### src/rtl/core/dlps_pkg.sv
// Shared types and constants for the display-list pixel shader.
package dlps_pkg;

    localparam int MAX_COMMANDS_DEF = 16;
    // wide enough for a fill count of up to 64 entries
    localparam int CNT_W = 7;

    typedef enum logic [1:0] {
        CMD_APPEND = 2'd0,
        CMD_SHADE  = 2'd1,
        CMD_END    = 2'd2,
        CMD_NONE   = 2'd3
    } cmd_t;

    typedef enum logic [1:0] {
        KIND_NOP   = 2'd0,
        KIND_CLEAR = 2'd1,
        KIND_RECT  = 2'd2,
        KIND_GRAD  = 2'd3
    } kind_t;

    // request travelling down the command chain
    typedef struct packed {
        logic             vld;
        cmd_t             cmd;
        kind_t            kind;
        logic [15:0]      rect_x;
        logic [15:0]      rect_y;
        logic [15:0]      rect_w;
        logic [15:0]      rect_h;
        logic [31:0]      fill_color;
        logic [7:0]       off_x;
        logic [7:0]       off_y;
        logic [15:0]      pix_x;
        logic [15:0]      pix_y;
        logic [CNT_W-1:0] idx;
        logic [CNT_W-1:0] cnt;
        logic [31:0]      pcolor;
        logic             written;
        logic             status;
    } tok_t;

endpackage

### src/rtl/core/dlps_cell.sv
// One display-list slot: stores a command and applies it to passing shade requests.
module dlps_cell
    import dlps_pkg::*;
#(
    parameter int IDX = 0
)
(
    input  logic        clk,
    input  logic        rst_n,
    input  logic        en,
    input  logic [31:0] clear_color,
    input  tok_t        tok_in,
    output tok_t        tok_out
);

    localparam logic [CNT_W-1:0] SLOT = CNT_W'(IDX);

    kind_t       kind_reg;
    logic [15:0] x_reg;
    logic [15:0] y_reg;
    logic [15:0] w_reg;
    logic [15:0] h_reg;
    logic [31:0] color_reg;
    logic [7:0]  ox_reg;
    logic [7:0]  oy_reg;
    tok_t        tok_reg;
    tok_t        tok_next;

    logic [16:0] x_end;
    logic [16:0] y_end;
    logic        hit;
    logic        wr_slot;
    logic        use_slot;
    logic [7:0]  grad_b;
    logic [7:0]  grad_g;

    assign wr_slot  = tok_in.vld && (tok_in.cmd == CMD_APPEND) && (tok_in.idx == SLOT);
    assign use_slot = tok_in.vld && (tok_in.cmd == CMD_SHADE) && (tok_in.cnt > SLOT);

    assign x_end  = {1'b0, x_reg} + {1'b0, w_reg};
    assign y_end  = {1'b0, y_reg} + {1'b0, h_reg};
    assign hit    = (tok_in.pix_x >= x_reg) && ({1'b0, tok_in.pix_x} < x_end) &&
                    (tok_in.pix_y >= y_reg) && ({1'b0, tok_in.pix_y} < y_end);
    assign grad_b = tok_in.pix_x[7:0] + ox_reg;
    assign grad_g = tok_in.pix_y[7:0] + oy_reg;

    always_comb
    begin
        tok_next = tok_in;
        if (use_slot)
        begin
            case (kind_reg)
                KIND_CLEAR:
                begin
                    tok_next.pcolor  = color_reg;
                    tok_next.written = 1'b1;
                end
                KIND_RECT:
                begin
                    if (hit)
                    begin
                        tok_next.pcolor  = color_reg;
                        tok_next.written = 1'b1;
                    end
                end
                KIND_GRAD:
                begin
                    tok_next.pcolor  = {16'd0, grad_g, grad_b};
                    tok_next.written = 1'b1;
                end
                default:
                begin
                    tok_next.pcolor  = clear_color;
                    tok_next.written = 1'b1;
                end
            endcase
        end
    end

    // slot contents: no reset, read only below the fill count
    always_ff @(posedge clk)
    begin
        if (en && wr_slot)
        begin
            kind_reg  <= tok_in.kind;
            x_reg     <= tok_in.rect_x;
            y_reg     <= tok_in.rect_y;
            w_reg     <= tok_in.rect_w;
            h_reg     <= tok_in.rect_h;
            color_reg <= tok_in.fill_color;
            ox_reg    <= tok_in.off_x;
            oy_reg    <= tok_in.off_y;
        end
    end

    always_ff @(posedge clk or negedge rst_n)
    begin
        if (!rst_n)
        begin
            tok_reg <= '0;
        end
        else if (en)
        begin
            tok_reg <= tok_next;
        end
    end

    assign tok_out = tok_reg;

endmodule

### config.mk
export PLATFORM = sky130hd
export DESIGN_NAME = dlps_cell
export DESIGN_NICKNAME = d
export VERILOG_FILES = /design/src/rtl/core/dlps_pkg.sv /design/src/rtl/core/dlps_cell.sv
export SDC_FILE = /design/constraint.sdc
export NUM_CORES = 1
export LEC_CHECK = 0
export ABC_AREA = 0
export CAP_MARGIN = 20
export CORE_MARGIN = 8
export CORE_UTILIZATION = 45
export CTS_BUF_LIST = sky130_fd_sc_hd__clkbuf_4 sky130_fd_sc_hd__clkbuf_8
export DETAILED_ROUTE_END_ITERATION = 16
export DONT_BUFFER_PORTS = 1
export PLACE_DENSITY = 0.72
export SLEW_MARGIN = 10
export SYNTH_ARGS = -nofsm -noshare
export SYNTH_HDL_FRONTEND = slang
export SYNTH_SLANG_ARGS = --single-unit
### constraint.sdc
create_clock -name clk -period 4.8 [get_ports clk]
set_input_delay 0.48 -clock clk [delete_from_list [all_inputs] [get_ports clk]]
set_output_delay 0.48 -clock clk [all_outputs]
set_load 0.1 [all_outputs]
==> impl_metrics.env, run 1 <==
export IMPL_p_comb_share_pct=6.8
export IMPL_dpl_cell_count=1629
export IMPL_crit_path_end="tok_out[31]"
export IMPL_power_switching_w=0.002713
export IMPL_power_switching_share_pct=37.18
export IMPL_fin_cells=1901
export IMPL_start_util_pct=45.72
export IMPL_drive_gt1_share_pct=19.17
export IMPL_grt_overflow_total=0
export IMPL_outcome="complete, but fails checks"
export IMPL_worst_ep_arrival_time_ns=4.99
export IMPL_cts_inserted_buffers=50
export IMPL_p_per_area_mw_per_mm2=391.9
export IMPL_slew_headroom_pct=30.31
export IMPL_wire_per_inst_um=23.91
export IMPL_tightestPinTransition_ns=1.045
export IMPL_critPathCaptureType="register"
export IMPL_peakVddDrop_v=0.0002888
export IMPL_largest_reg_flops=197
export IMPL_synth_cells=1221
export IMPL_crit_required_ns=5.27
export IMPL_path_clk_slew_ns=0.07
export IMPL_h_tree_depth=2
export IMPL_critical_path_slowest_cell="edfxtp_1"
export IMPL_setup_tns_ns=0
export IMPL_synth_edf_count=114
export IMPL_place_gp_congestion=0.8855
export IMPL_p_leak_nw=7.678
export IMPL_reg2reg_depth=19
export IMPL_cp_num_cells=19
export IMPL_vias_per_cell=5.781
export IMPL_cp_max_fo=13
export IMPL_p_int_w=0.004585
export IMPL_worstReg2RegStart="y_reg[1]"
export IMPL_grtUsageTotal_pct=21.78
export IMPL_startpoint_type="register"
export IMPL_clock_latency_ns=0.61
export IMPL_holdCritPathClass="in -> async"
export IMPL_first_pass_iters=5
export IMPL_ys_types=52
export IMPL_syn_cell_area_mm2=0.01533
export IMPL_syn2layout_area_growth_pct=21.49
export IMPL_routed_wl_um=45460
export IMPL_crit_family="compound AO/OA/AOI/OAI gates"
export IMPL_seq_area_frac_synth_pct=54.49
export IMPL_drtIter0Drc=638
export IMPL_maxCapViolations=0
export IMPL_hpwl_um=31620
export IMPL_yosysWarnings=0
export IMPL_avgSynthCellArea_um2=12.56
export IMPL_antenna_found_initial=9
export IMPL_clockBufferDepth=3
export IMPL_die_y_um=200.6
export IMPL_crit_buf_inv=1
export IMPL_remaining_drc_errors=0
export IMPL_rsz0062_at_grt="no"
export IMPL_period_minus_slack_ns=4.518
export IMPL_hold_violations=197
export IMPL_grt_first_pass_wirelength_um=68990
export IMPL_postCtsSetupBuffers=0
export IMPL_final_util_pct=55.54
export IMPL_cp_cell_sequence="ha_1 -> a21o_1 -> a21oi_1 -> o211ai_1 -> a31oi_1 -> nor2_1 -> o21bai_1 -> a21oi_1 -> xnor2_1 -> ha_1 -> nor2_1 -> a211oi_1 -> o21ai_0 -> a2111oi_1 -> nor3_1 -> buf_4 -> o2111ai_4 -> o22ai_4 -> a221o_1"
export IMPL_setup_violations=0
export IMPL_ys_async_sr_fraction_pct=63.34
export IMPL_ys_ff_latch=311
export IMPL_nNetsFinal=1747
export IMPL_r2r_end="tok_out[31]"
export IMPL_p_clk_share_pct=33.7
export IMPL_die_width_um=200.6
export IMPL_core_mm2=0.03353
export IMPL_cp_startpoint="y_reg[1]"
export IMPL_syn_num_nets=1565
export IMPL_cts_tree="built"
export IMPL_clock_skew_ns=0.03850
export IMPL_pin_count=429
export IMPL_root_buffer="clkbuf_8"
export IMPL_failed_checks="hold timing"
export IMPL_die_area_mm2=0.04023
export IMPL_placementRows=67
export IMPL_ctsHoldBuffers=170
export IMPL_drtAntennaViolNets=0
export IMPL_period_share_pct=94.13
export IMPL_max_freq_ghz=0.2213
export IMPL_clkSinkCount=311
export IMPL_vias=10990
export IMPL_hold_ws_ns=-0.4325
export IMPL_synthFlopType="dfrtp_1"
export IMPL_grt_max_degree=229
export IMPL_port_buffers=0
export IMPL_seqPwrFrac_pct=59.5
export IMPL_crit_type="reg -> reg"
export IMPL_slew_violations=0
export IMPL_reg2reg_slack_ns=0.28
export IMPL_grt_pass1_vias=11290
export IMPL_max_stage_delay_ns=0.39
per-stage QoR:
| step | setup slack [ns] | total power, W | hold WS [ns] | instance area, um2 |
|---|---|---|---|---|
| CTS | 0.1024 | 0.007340 | -0.5015 | 18580 |
| floorplan | -0.3468 | 0.004654 | 0.1844 | 15380 |
| finish | 0.2819 | 0.007299 | -0.4325 | 18620 |
| detailed placement | 0.1392 | 0.004750 | 0.1917 | 15790 |
| global placement | 0.2805 | 0.004732 | 0.1897 | 15790 |
| global route | 0.02820 | 0.007530 | -0.4789 | 18620 |
worst reg2reg max path: stages (launching register included):
cell and delay, ns:
edfxtp_1 0.39, ha_1 0.31, a21o_1 0.18, a21oi_1 0.27
o211ai_1 0.19, a31oi_1 0.27, nor2_1 0.10, o21bai_1 0.25
a21oi_1 0.14, xnor2_1 0.15, ha_1 0.27, nor2_1 0.04
a211oi_1 0.22, o21ai_0 0.19, a2111oi_1 0.32, nor3_1 0.10
buf_4 0.17, o2111ai_4 0.27, o22ai_4 0.18, a221o_1 0.39
logic make-up (layout without fill, tap and decap cells):
logic type | after synthesis | after routing | synth area share, %
buffers and inverters | 111 | 335 | 2.783
adders and majority gates | 112 | 112 | 9.337
other | 0 | 8 | 0
muxes | 188 | 188 | 13.61
AOI/OAI and AO/OA | 240 | 240 | 10.45
and+or+nand+nor | 222 | 222 | 7.215
DFF | 311 | 311 | 54.49
xor gates and xnor gates | 37 | 37 | 2.114
timing repair:
item / 4_1_cts / 5_1_grt
endpoints found under the hold margin: 481 / 197
endpoints found under the setup margin: 0 / 33
gates resized for setup: 0 / 6
synthesized netlist by cell type, drive strengths merged (3+ instances only):
cell type	n	share of area, %
xor2	17	0.97
and3	15	0.61
nor3b	3	0.15
or3	18	0.73
o21a	5	0.24
nand4	17	0.69
nand3	26	0.85
a21o	18	0.88
nor3	19	0.65
a221o	13	0.85
nor2b	3	0.12
a211oi	8	0.39
xnor2	20	1.1
ha	108	8.8
or2	4	0.16
a21boi	3	0.15
nor2	52	1.3
clkbuf	39	0.95
o31ai	5	0.24
o21bai	7	0.34
mux2	164	12
nand2b	7	0.29
nor4	5	0.20
o2111ai	9	0.63
mux2i	24	1.6
nand2	47	1.2
buf	10	0.31
a21oi	56	1.8
o211ai	31	1.5
edfxtp	114	22
dfrtp	197	32
inv	62	1.5
a31oi	6	0.24
fa	4	0.52
a2111oi	11	0.63
o21ai	61	2.0
worst min-delay path by stage:
stage	from	end	slack, ns	cells after the start
after CTS	rst_n	tok_out[176]	-0.50	0
after global routing	rst_n	tok_out[192]	-0.48	0
after global placement	rst_n	tok_out[144]	0.19	0
final	rst_n	tok_out[144]	-0.43	0
after detailed placement	rst_n	tok_out[144]	0.19	0
after floorplan	rst_n	tok_out[0]	0.18	0
layout by cell type, fill, tap and decap left out, types with 25 or more instances in the layout:
master	synthesis	layout
nor2_1	52	52
mux2_2	164	164
dfrtp_1	197	197
edfxtp_1	114	114
ha_1	108	108
o211ai_1	31	31
nand2_1	46	46
clkbuf_8	0	56
nand3_1	26	25
a21oi_1	56	56
dlygate4sd3_1	0	170
o21ai_0	60	59
inv_1	62	62
routing by layer:
metal	GRT usage, %	part of all wire (%)	wire length [um]	vias to the layer above
met5	0	0.022	10	-
met4	9.671	3.7	1676	2
met3	5.954	8.3	3769	101
met2	36.05	49	22060	520
met1	26.36	39	17940	5428
li1	-	-	-	4938
power groups by stage:
stage | clock [W] | sequential (W) | combinational [W]
final | 0.00246 | 0.00434 | 0.000496
after detailed placement | 0 | 0.00439 | 0.000356
after global placement | 0 | 0.00439 | 0.000338
after CTS | 0.00250 | 0.00434 | 0.000492
after floorplan | 0 | 0.00432 | 0.000329
after global routing | 0.00263 | 0.00436 | 0.000543
cell type report:
cell class / count / area [um2]
Clock buffer: 74 / 905.9
Tap cell: 448 / 560.5
Sequential cell: 311 / 8353
Antenna cell: 8 / 20.02
Inverter: 62 / 232.7
Clock inverter: 20 / 183.9
Multi-Input combinational cell: 799 / 6583
Fill cell: 2622 / 14910
Timing Repair Buffer: 179 / 1785
Power figures use the tool's default switching activity.
==> inputs of run 2 (changes only) <==
--- a/config.mk
+++ b/config.mk
@@ -12,6 +12,7 @@
 export CTS_BUF_LIST = sky130_fd_sc_hd__clkbuf_4 sky130_fd_sc_hd__clkbuf_8
 export DETAILED_ROUTE_END_ITERATION = 16
 export DONT_BUFFER_PORTS = 1
+export MAX_ROUTING_LAYER = met4
 export PLACE_DENSITY = 0.72
 export SLEW_MARGIN = 10
 export SYNTH_ARGS = -nofsm -noshare
==> run 2 against run 1 <==
Net effect: the run still ends with hold timing left; non-clock buffer count is the same; die area stayed put; clock-buffer cell count is the same; via count is 0.25% lower; critical path type unchanged; critical endpoint unchanged.
==> impl_metrics.env, run 2 (synthesized netlist as in run 1, its figures left out) <==
export IMPL_outcome="complete, but fails checks"
export IMPL_failed_checks="hold timing"
export IMPL_path_clk_slew_ns=0.07
export IMPL_clock_skew_ns=0.03626
export IMPL_power_switching_w=0.002716
export IMPL_crit_type="reg -> reg"
export IMPL_period_share_pct=94.25
export IMPL_postCtsSetupBuffers=0
export IMPL_drtIter0Drc=615
export IMPL_largest_reg_flops=197
export IMPL_max_stage_delay_ns=0.40
export IMPL_clockBufferDepth=3
export IMPL_wire_per_inst_um=23.95
export IMPL_maxCapViolations=0
export IMPL_ctsHoldBuffers=170
export IMPL_fin_ws_ns=0.2762
export IMPL_p_per_area_mw_per_mm2=392.1
export IMPL_h_tree_depth=2
export IMPL_drive_gt1_share_pct=19.17
export IMPL_p_comb_share_pct=6.8
export IMPL_max_freq_ghz=0.2211
export IMPL_grt_overflow_total=0
export IMPL_grt_first_pass_wirelength_um=69030
export IMPL_tightestPinTransition_ns=1.055
export IMPL_holdCritPathClass="in -> async"
export IMPL_hold_violations=197
export IMPL_clkSinkCount=311
export IMPL_antenna_found_initial=7
export IMPL_p_leak_nw=7.678
export IMPL_pin_count=429
export IMPL_crit_buf_inv=1
export IMPL_layout_commonest_cell="dfrtp_1"
export IMPL_worst_ep_arrival_time_ns=4.99
export IMPL_vias_per_cell=5.769
export IMPL_fill_cells=2624
export IMPL_grt_max_degree=229
export IMPL_clock_latency_ns=0.60
export IMPL_dpl_cell_count=1629
export IMPL_critPathCaptureType="register"
export IMPL_rsz0062_at_grt="no"
export IMPL_place_ws_ns=0.1392
export IMPL_place_gp_congestion=0.9002
export IMPL_core_mm2=0.03353
export IMPL_routed_wl_um=45510
export IMPL_die_y_um=200.6
export IMPL_p_int_w=0.004585
export IMPL_p_clk_share_pct=33.7
export IMPL_hpwl_um=31620
export IMPL_cp_cell_sequence="ha_1 -> a21o_1 -> a21oi_1 -> o211ai_1 -> a31oi_1 -> nor2_1 -> o21bai_1 -> a21oi_1 -> xnor2_1 -> ha_1 -> nor2_1 -> a211oi_1 -> o21ai_0 -> a2111oi_1 -> nor3_1 -> buf_4 -> o2111ai_4 -> o22ai_4 -> a221o_1"
export IMPL_die_width_um=200.6
export IMPL_crit_required_ns=5.27
export IMPL_vias=10960
export IMPL_power_switching_share_pct=37.20
export IMPL_slew_headroom_pct=29.03
export IMPL_dpl_cell_area_mm2=0.01579
export IMPL_cts_inserted_buffers=50
export IMPL_grt_pass1_vias=11260
export IMPL_syn2layout_area_growth_pct=21.47
export IMPL_cp_max_fo=13
export IMPL_final_cell_mix="dfrtp_1 (197), dlygate4sd3_1 (170), mux2_2 (164)"
export IMPL_grtUsageTotal_pct=22.43
export IMPL_start_util_pct=45.72
export IMPL_crit_family="compound AO/OA/AOI/OAI gates"
export IMPL_period_minus_slack_ns=4.524
export IMPL_seqPwrFrac_pct=59.5
export IMPL_placementRows=67
export IMPL_port_buffers=0
export IMPL_peakVddDrop_v=0.0002872
export IMPL_p_total_w=0.007301
export IMPL_remaining_drc_errors=0
export IMPL_multiInputGateArea_mm2=0.006583
export IMPL_nNetsFinal=1747
export IMPL_critical_path_slowest_cell="a221o_1"
export IMPL_seq_area_mm2=0.008353
export IMPL_design_area_mm2=0.01862
export IMPL_slew_violations=0
export IMPL_drtAntennaViolNets=0
export IMPL_startpoint_type="register"
export IMPL_fin_cells=1900
export IMPL_cts_tree="built"
export IMPL_die_area_mm2=0.04023
export IMPL_hold_ws_ns=-0.4335
export IMPL_first_pass_iters=5
export IMPL_setup_violations=0
export IMPL_root_buffer="clkbuf_8"
export IMPL_final_util_pct=55.53
run 2: cell count changes in the layout (fill, tap and decap cells not counted), sizes merged:
cell / change
diode: -1
run 2: worst paths after layout:
path                                from      endpoint  slack (ns)  cells after the start
min reg2reg                color_reg[20]   tok_out[22]        0.49                      1
min                                rst_n  tok_out[144]       -0.43                      0
max                             y_reg[1]   tok_out[31]        0.28                     19
max reg2reg                     y_reg[1]   tok_out[31]        0.28                     19
min in group clk              tok_in[16]   tok_out[16]        0.06                      2
max in group asynchronous          rst_n  tok_out[107]        4.80                      0
run 2: cell type report:
type / instances / area share (%)
Sequential cell: 311 / 44.86
Multi-Input combinational cell: 799 / 35.35
Antenna cell: 7 / 0.09407
Clock inverter: 20 / 0.9877
Tap cell: 448 / 3.010
Timing Repair Buffer: 179 / 9.588
Inverter: 62 / 1.250
Clock buffer: 74 / 4.865
run 2: per-stage QoR:
stage / setup TNS (ns) / hold slack, ns
final: 0 / -0.4335
after detailed placement: 0 / 0.1917
after CTS: 0 / -0.5015
after global placement: 0 / 0.1897
after floorplan: -39.53 / 0.1844
after global routing: 0 / -0.4778
run 2: power by group through the flow:
| stage | sequential, W | combinational (W) | clock, W |
|---|---|---|---|
| CTS | 0.00434 | 0.000492 | 0.00250 |
| finish | 0.00434 | 0.000497 | 0.00246 |
| global placement | 0.00439 | 0.000338 | 0 |
| global route | 0.00436 | 0.000543 | 0.00263 |
| floorplan | 0.00432 | 0.000329 | 0 |
| detailed placement | 0.00439 | 0.000356 | 0 |
run 2: repair_timing:
| action | in CTS | in global routing |
|---|---|---|
| setup endpoints to repair | 0 | 33 |
| hold endpoints to repair | 481 | 197 |
| gates resized for setup | 0 | 6 |
run 2: metal layers:
metal  vias to the layer above  GRT usage, %  wire (um)  share of wire, %
li1                       4931             -          -                 -
met1                      5435         26.60      18320                40
met2                       494         36.18      22140                49
met3                       102         5.535       3394               7.5
met4                         0         9.566       1664               3.7
met5                         -             -          0                 0
